**src/hdl/kcst_pkg.sv**
```systemverilog
package kcst_pkg;

  localparam int unsigned LocusAw = 12;
  localparam int unsigned IndAw   = 8;
  localparam int unsigned DivW    = 52;

  typedef enum logic [1:0] {
    OP_RECORD  = 2'd0,
    OP_RD_LOC  = 2'd1,
    OP_RD_IND  = 2'd2,
    OP_SUMMARY = 2'd3
  } op_e;

  typedef enum logic [1:0] {
    KIND_LOCUS   = 2'd0,
    KIND_IND     = 2'd1,
    KIND_SUMMARY = 2'd2
  } kind_e;

  typedef enum logic [1:0] {
    REG_LOW  = 2'd0,
    REG_HIGH = 2'd1,
    REG_NIND = 2'd2
  } reg_e;

  typedef enum logic [4:0] {
    ST_CLEAR, ST_IDLE, ST_REC, ST_ENT, ST_ENT_DIV,
    ST_L_RD, ST_L_EVAL, ST_L_DIV,
    ST_I_RD, ST_I_EVAL, ST_I_DIV,
    ST_F_LOC, ST_F_LOC_DIV, ST_F_IND, ST_F_IND_DIV
  } state_e;

  typedef struct packed {
    op_e                 op;
    logic [IndAw-1:0]    ind;
    logic [LocusAw-1:0]  loc;
    logic [15:0]         depth;
  } cmd_t;

  typedef struct packed {
    logic [31:0] sum;
    logic [15:0] cnt;
    logic [15:0] mn;
    logic [15:0] mx;
    logic [15:0] olo;
    logic [15:0] ohi;
  } entry_t;

  typedef struct packed {
    kind_e       kind;
    logic [15:0] record_count;
    logic [31:0] depth_total;
    logic [23:0] average_q8;
    logic [23:0] average_ind_q8;
    logic [15:0] min_value;
    logic [15:0] max_value;
    logic [15:0] count_low;
    logic [15:0] count_high;
  } result_t;

  typedef struct packed {
    logic clearing;
    logic idle;
  } back_status_t;

  localparam entry_t EntryClear = '{sum: '0, cnt: '0, mn: 16'hFFFF, mx: '0, olo: '0, ohi: '0};

endpackage

```
**src/hdl/kcst_front.sv**
```systemverilog
module kcst_front import kcst_pkg::*; (
  input  logic       clk_i,
  input  logic       rst_ni,
  input  logic       in_valid_i,
  output logic       in_ready_o,
  input  logic [1:0] mode_i,
  input  logic [7:0] ind_i,
  input  logic [11:0] loc_i,
  input  logic [15:0] depth_i,
  output logic       head_valid_o,
  output cmd_t       head_o,
  input  logic       pop_i,
  output logic [1:0] count_o
);

  cmd_t       mem_q [2];
  logic       wptr_q, rptr_q;
  logic [1:0] cnt_q, cnt_d;
  logic       push;
  cmd_t       cmd;

  always_comb begin
    cmd.op    = op_e'(mode_i);
    cmd.ind   = ind_i;
    cmd.loc   = loc_i;
    cmd.depth = depth_i;
  end

  assign in_ready_o   = (cnt_q != 2'd2);
  assign push         = in_valid_i && in_ready_o;
  assign head_valid_o = (cnt_q != 2'd0);
  assign head_o       = mem_q[rptr_q];
  assign count_o      = cnt_q;

  always_comb begin
    cnt_d = cnt_q;
    if (push && !pop_i) cnt_d = cnt_q + 2'd1;
    else if (!push && pop_i) cnt_d = cnt_q - 2'd1;
  end

  always_ff @(posedge clk_i or negedge rst_ni) begin
    if (!rst_ni) begin
      wptr_q <= 1'b0;
      rptr_q <= 1'b0;
      cnt_q  <= 2'd0;
    end else begin
      cnt_q <= cnt_d;
      if (push) wptr_q <= ~wptr_q;
      if (pop_i) rptr_q <= ~rptr_q;
    end
  end

  always_ff @(posedge clk_i) begin
    if (push) mem_q[wptr_q] <= cmd;
  end

endmodule

```
**config.mk**
```make
export PLATFORM = sky130hd
export DESIGN_NAME = kcst_front
export DESIGN_NICKNAME = d
export VERILOG_FILES = /design/src/hdl/kcst_pkg.sv /design/src/hdl/kcst_front.sv
export SDC_FILE = /design/constraint.sdc
export NUM_CORES = 1
export LEC_CHECK = 0
export BUFFER_PORTS_ARGS = -buffer_cell sky130_fd_sc_hd__buf_4
export CAP_MARGIN = 10
export CORE_ASPECT_RATIO = 1.2
export CORE_MARGIN = 1
export CORE_UTILIZATION = 34
export CTS_CLUSTER_SIZE = 24
export DETAILED_ROUTE_END_ITERATION = 8
export PLACE_DENSITY = 0.6
export REMOVE_ABC_BUFFERS = 1
export SYNTH_ARGS = -nofsm -noshare
export SYNTH_HDL_FRONTEND = slang
export SYNTH_SLANG_ARGS = --single-unit
```
**constraint.sdc**
```tcl
create_clock -name clk_i -period 8.7 [get_ports clk_i]
set_clock_uncertainty 0.15 [all_clocks]
set_input_delay 0.435 -clock clk_i [delete_from_list [all_inputs] [get_ports clk_i]]
set_output_delay 0.435 -clock clk_i [all_outputs]
set_load 0.01 [all_outputs]
```
=== Yosys cells after proc, flatten, opt, wreduce, memory -nomap -nowiden ===
Memory sizes are Yosys's and may differ from the RTL's.
Cells that the tools add are included.

* Register bits after elaboration: 4
* RAM bits: 76
* Input port bits: 42
* Memories kept: 1

{| class="wikitable"
|+ Memories
! name !! words !! bits a word !! read ports !! clocked after memory_dff !! write ports !! RTL line !! RTL
|-
| mem_q || 2 || 38 || 1 || 0 || 1 || kcst_front.sv:16 || <nowiki>cmd_t mem_q [2];</nowiki>
|}

* $add $sub $neg: 2
* Eq/ne operators: 1
* Multiplexer cells: 4
* Bitwise operators: 2
* Reduce and logical (&&, ||, !) cells: 7

{| class="wikitable"
|+ Operators by type and width
! cell !! number
|-
| 2-bit 2-to-1 mux || 2
|-
| 2-bit nonzero test || 2
|-
| 1-bit logical AND || 3
|-
| 2-bit by 1-bit adder with 2-bit output, second input constant || 1
|-
| 1-bit zero test || 2
|-
| 1-bit 2-to-1 mux || 2
|-
| 2-bit inequality test, second input constant || 1
|-
| 1-bit inverter || 2
|-
| 2-bit by 1-bit subtractor with 2-bit output, second input constant || 1
|}

=== Depth between registers and ports, before layout ===
* Depth after elaboration: 6
* Mapped depth: 7

=== Least setup slack after synthesis ===
No wires, ideal clock.

* Path kind: reg-to-reg
* From: register cnt_q[0], in the netlist count_o[0]
* To: memory mem_q[0][0] in the netlist's numbering (enable)
* Library setup time: 0.433 ns
* Data arrival time: 2.379 ns
* Path slack: 5.738 ns
* Stages on the path, launching flop included: 4
* Buffers on the path: 0
* Cell sequence: dfrtp_1 nand2b_1 nand2_1 nor2_1

* Cells in the longest elaborated chain, start to end: 4

{| class="wikitable"
|+ RTL lines
! what !! RTL line !! RTL
|-
| from (decl) || kcst_front.sv:18 || <nowiki>logic [1:0] cnt_q, cnt_d;</nowiki>
|-
| from (signal assigned) || kcst_front.sv:47 || <nowiki>cnt_q <= cnt_d;</nowiki>
|-
| 2-bit inequality test || kcst_front.sv:29 || <nowiki>assign in_ready_o = (cnt_q != 2'd2);</nowiki>
|-
| net in_ready_o || kcst_front.sv:5 || <nowiki>output logic in_ready_o,</nowiki>
|-
| 1-bit logical AND || kcst_front.sv:30 || <nowiki>assign push = in_valid_i && in_ready_o;</nowiki>
|-
| 1-bit 2-to-1 mux || kcst_front.sv:54 || <nowiki>if (push) mem_q[wptr_q] <= cmd;</nowiki>
|-
| 1-bit 2-to-1 mux (implied by the code) || kcst_front.sv:54 ||
|-
| to (decl) || kcst_front.sv:16 ||
|}

The timed path passes the listed nets, and every way through them passes these cells.

==> reports/qor.json <==
{
  "timing": {
    "hold_viol_final": 0,
    "min_period_over_period_pct": 29.5,
    "maxSlewViolCount": 0,
    "grt_setup_unrepaired": "false",
    "totalNegativeSetupSlack_ns": 0,
    "max_slew.worst_pin.slew_ns": 0.990,
    "fmax_ghz": 0.389,
    "setup_violations": 0,
    "timing.max_slew.rel_slack_pct": 34.0,
    "finalCriticalPeriod_ns": 2.57,
    "layout_setup_ws_ns": 6.13
  },
  "drt": {
    "detail_route.iter0.violations": 44,
    "drt-total-wl_um": 5080,
    "post_drt_via_cell_ratio": 4.37,
    "vias": 1528,
    "ant_nets": 0,
    "post-route-drc-count": 0,
    "routed_wire_length_per_instance_um": 14.5,
    "detail_route.first_pass.iterations": 4
  },
  "synth": {
    "dominant_combinational_cell_family_by_area_after_synthesis": "multiplexers",
    "ys_ff_latch": 80,
    "synth_xor_area_share_pct": 1.47,
    "syn-cell-area_um2": 2980,
    "synth.yosys.seq_area_share_pct": 79.9,
    "ys_types": 16,
    "avgSynthCellArea_um2": 21.9,
    "synthesis.yosys.warnings": 0,
    "share_of_synthesized_cell_area_in_and_or_nand_and_nor_gates_pct": 1.01,
    "post_synthesis_adder_cell_area_fraction_pct": 0.419,
    "synth.area.mux_share_pct": 15.6,
    "post_synth_inst_count": 136,
    "synth-compound-area-share_pct": 0
  },
  "finish": {
    "seq_area_um2": 2380,
    "diodes": 0,
    "area_growth_syn_to_layout_pct": 31.3,
    "fin_nets": 271,
    "design_area_um2": 3920,
    "multiInputGateArea_um2": 561,
    "filler_cell_count": 782,
    "final_layout_size_suffix_gt1_share_pct": 60.5
  },
  "cts": {
    "clock_sink_count": 80,
    "cts_tree": "done",
    "tritoncts.num_buffers": 9,
    "clk_path_buf_depth": 2,
    "postCtsSetupBuffers": 0,
    "insertion_delay_ns": 0.35,
    "clkSlewWorstSetupHoldPaths_ns": 0.09,
    "ctsHtreeMaxLevel": 3,
    "clock-root-buffer": "sky130_fd_sc_hd__clkbuf_8",
    "cts.repair.resized": 0
  },
  "flow_run": {
    "maxCapViolCount": 0
  },
  "die": {
    "floorplan.die.height_um": 105,
    "die_area_um2": 9150,
    "core_area_um2": 8560,
    "die_x_um": 87.5,
    "pin_count": 84,
    "fp-row-count": 37,
    "initial_core_util_pct": 34.8
  },
  "pwr": {
    "comb_power_share_pct": 31.9,
    "p_per_area_nw_per_um2": 314,
    "power.ir.vdd_worst_uv": 226,
    "pwr-share-clk_pct": 20.1,
    "p_leak_nw": 1.49,
    "intPower_mw": 0.863,
    "p_switching_mw": 0.369,
    "power_frac_seq_pct": 48.0,
    "p_sw_share_pct": 29.9
  },
  "setup_path": {
    "critical_path_arrival_ns": 1.98,
    "critical_path_peak_fanout": 39,
    "cp_data_required_time_ns": 8.12,
    "cp-start-kind": "flip-flop",
    "reg2reg_setup_slack_ns": 6.65,
    "worstSetupPathType": "reg2out",
    "critical_path.endpoint_type": "output port"
  },
  "run_status": {
    "run_status": "finished, final reports clean"
  },
  "placement": {
    "placed_area_um2": 3730,
    "pre_cts_ws_ns": 6.45,
    "place_hpwl_um": 3180,
    "globalplace.congestion": 0.641,
    "numPortBuffers": 83
  },
  "grt": {
    "grt_remaining_overflow": 0,
    "grt_first_pass_wirelength_um": 7540,
    "gr-usage-met3_pct": 4.03,
    "gr-usage-all-layers_pct": 11.6,
    "antenna_found_initial": 0,
    "grt_util_met2_pct": 18.9,
    "grt_start_max_net_pins": 40,
    "first_global_vias": 1536,
    "global_route.usage.met1_pct": 13.2,
    "grt_busiest_layer": "met2"
  },
  "hold_path": {
    "hold_path.class": "in2reg"
  }
}
-- cell type report --
type                       count  share of cell area [%]
clock inverter                 7                    1.41
multi-input combinational     50                    14.3
tap                          117                    3.74
clock buffer                   9                    3.16
timing repair buffer          85                    16.4
inverter                       2                   0.192
sequential                    80                    60.8
-- registers in the layout (all words and copies together) (netlist names) --
register  count
count_o       2
rptr_q        1
mem_q        76
wptr_q        1
-- logic make-up (layout without fill, tap and decap cells) --
logic type    count (synthesis)  after routing
fa+ha+maj                     1              1
mux                          38             38
xor+xnor                      5              5
flops                        80             80
simple gates                  6              6
buf+inv                       6            103
-- worst max-delay path, cell delays in order (launching register included) --
cell,delay (ns)
sky130_fd_sc_hd__dfrtp_2,1.03
sky130_fd_sc_hd__mux2_2,0.44
sky130_fd_sc_hd__buf_4,0.15
-- power by group through the flow --
stage	Clock, mW	Sequential, mW	Combinational (mW)
5_1_grt	0.273	0.605	0.425
4_1_cts	0.256	0.597	0.404
3_3_place_gp	0	0.601	0.400
6_report	0.247	0.591	0.393
2_1_floorplan	0	0.586	0.219
3_5_place_dp	0	0.605	0.402
-- cell usage in the layout, fill, tap and decap left out, types with 2 or more instances in the layout --
cell / n
sky130_fd_sc_hd__mux2_2: 28
sky130_fd_sc_hd__clkbuf_8: 9
sky130_fd_sc_hd__edfxtp_1: 76
sky130_fd_sc_hd__clkinvlp_4: 3
sky130_fd_sc_hd__mux2_4: 10
sky130_fd_sc_hd__inv_1: 2
sky130_fd_sc_hd__xor2_1: 3
sky130_fd_sc_hd__xnor2_1: 2
sky130_fd_sc_hd__buf_4: 84
sky130_fd_sc_hd__dfrtp_1: 3
-- path summary, 6_finish.rpt --
path                                   startpoint                endpoint  cells past startpoint
setup / recovery               rptr_q$_DFFE_PN0P_               head_o[7]                      2
hold / removal                              pop_i      rptr_q$_DFFE_PN0P_                      2
setup reg to reg           count_o[0]$_DFFE_PN0P_   mem_q[0][5]$_DFFE_PP_                      4
hold reg to reg            count_o[1]$_DFFE_PN0P_  count_o[1]$_DFFE_PN0P_                      1
max in group asynchronous                  rst_ni      rptr_q$_DFFE_PN0P_                      2
min in group asynchronous                  rst_ni  count_o[1]$_DFFE_PN0P_                      2
-- what timing repair did --
item	4_1_cts	5_1_grt
hold buffers	1	0
endpoints found under the hold margin	4	0
setup endpoints to repair	0	0
-- per-layer routing --
metal	vias up	part of all wire (%)
met2	55	51
met4	0	2.2
met5	-	0
met3	10	5.6
li1	709	-
met1	754	41
-- cell usage after synthesis --
| cell | n | area share [%] |
|---|---|---|
| sky130_fd_sc_hd__buf_8 | 1 | 0.50 |
| sky130_fd_sc_hd__dfrtp_1 | 4 | 3.4 |
| sky130_fd_sc_hd__xnor2_1 | 2 | 0.59 |
| sky130_fd_sc_hd__or2_2 | 1 | 0.21 |
| sky130_fd_sc_hd__nor2_1 | 2 | 0.25 |
| sky130_fd_sc_hd__xor2_1 | 3 | 0.88 |
| sky130_fd_sc_hd__and3_1 | 1 | 0.21 |
| sky130_fd_sc_hd__edfxtp_1 | 76 | 77 |
| sky130_fd_sc_hd__ha_1 | 1 | 0.42 |
| sky130_fd_sc_hd__inv_1 | 2 | 0.25 |
| sky130_fd_sc_hd__buf_4 | 2 | 0.50 |
| sky130_fd_sc_hd__mux2_4 | 10 | 5.0 |
| sky130_fd_sc_hd__buf_6 | 1 | 0.38 |
| sky130_fd_sc_hd__nand2_1 | 1 | 0.13 |
| sky130_fd_sc_hd__nand2b_1 | 1 | 0.21 |
| sky130_fd_sc_hd__mux2_2 | 28 | 11 |
-- stage by stage --
step / hold slack [ns] / total power, mW / std cells / utilization [%]
6_report: 0.103 / 1.23 / 350 / 45.7
5_1_grt: 0.0791 / 1.30 / 350 / 45.7
4_1_cts: 0.0872 / 1.26 / 350 / 45.7
3_5_place_dp: 0.0872 / 1.01 / 333 / 43.5
3_3_place_gp: 0.0866 / 1.00 / 333 / 43.5
2_1_floorplan: -0.0106 / 0.805 / 132 / -
Note: power is estimated with default switching activity, not from simulation.
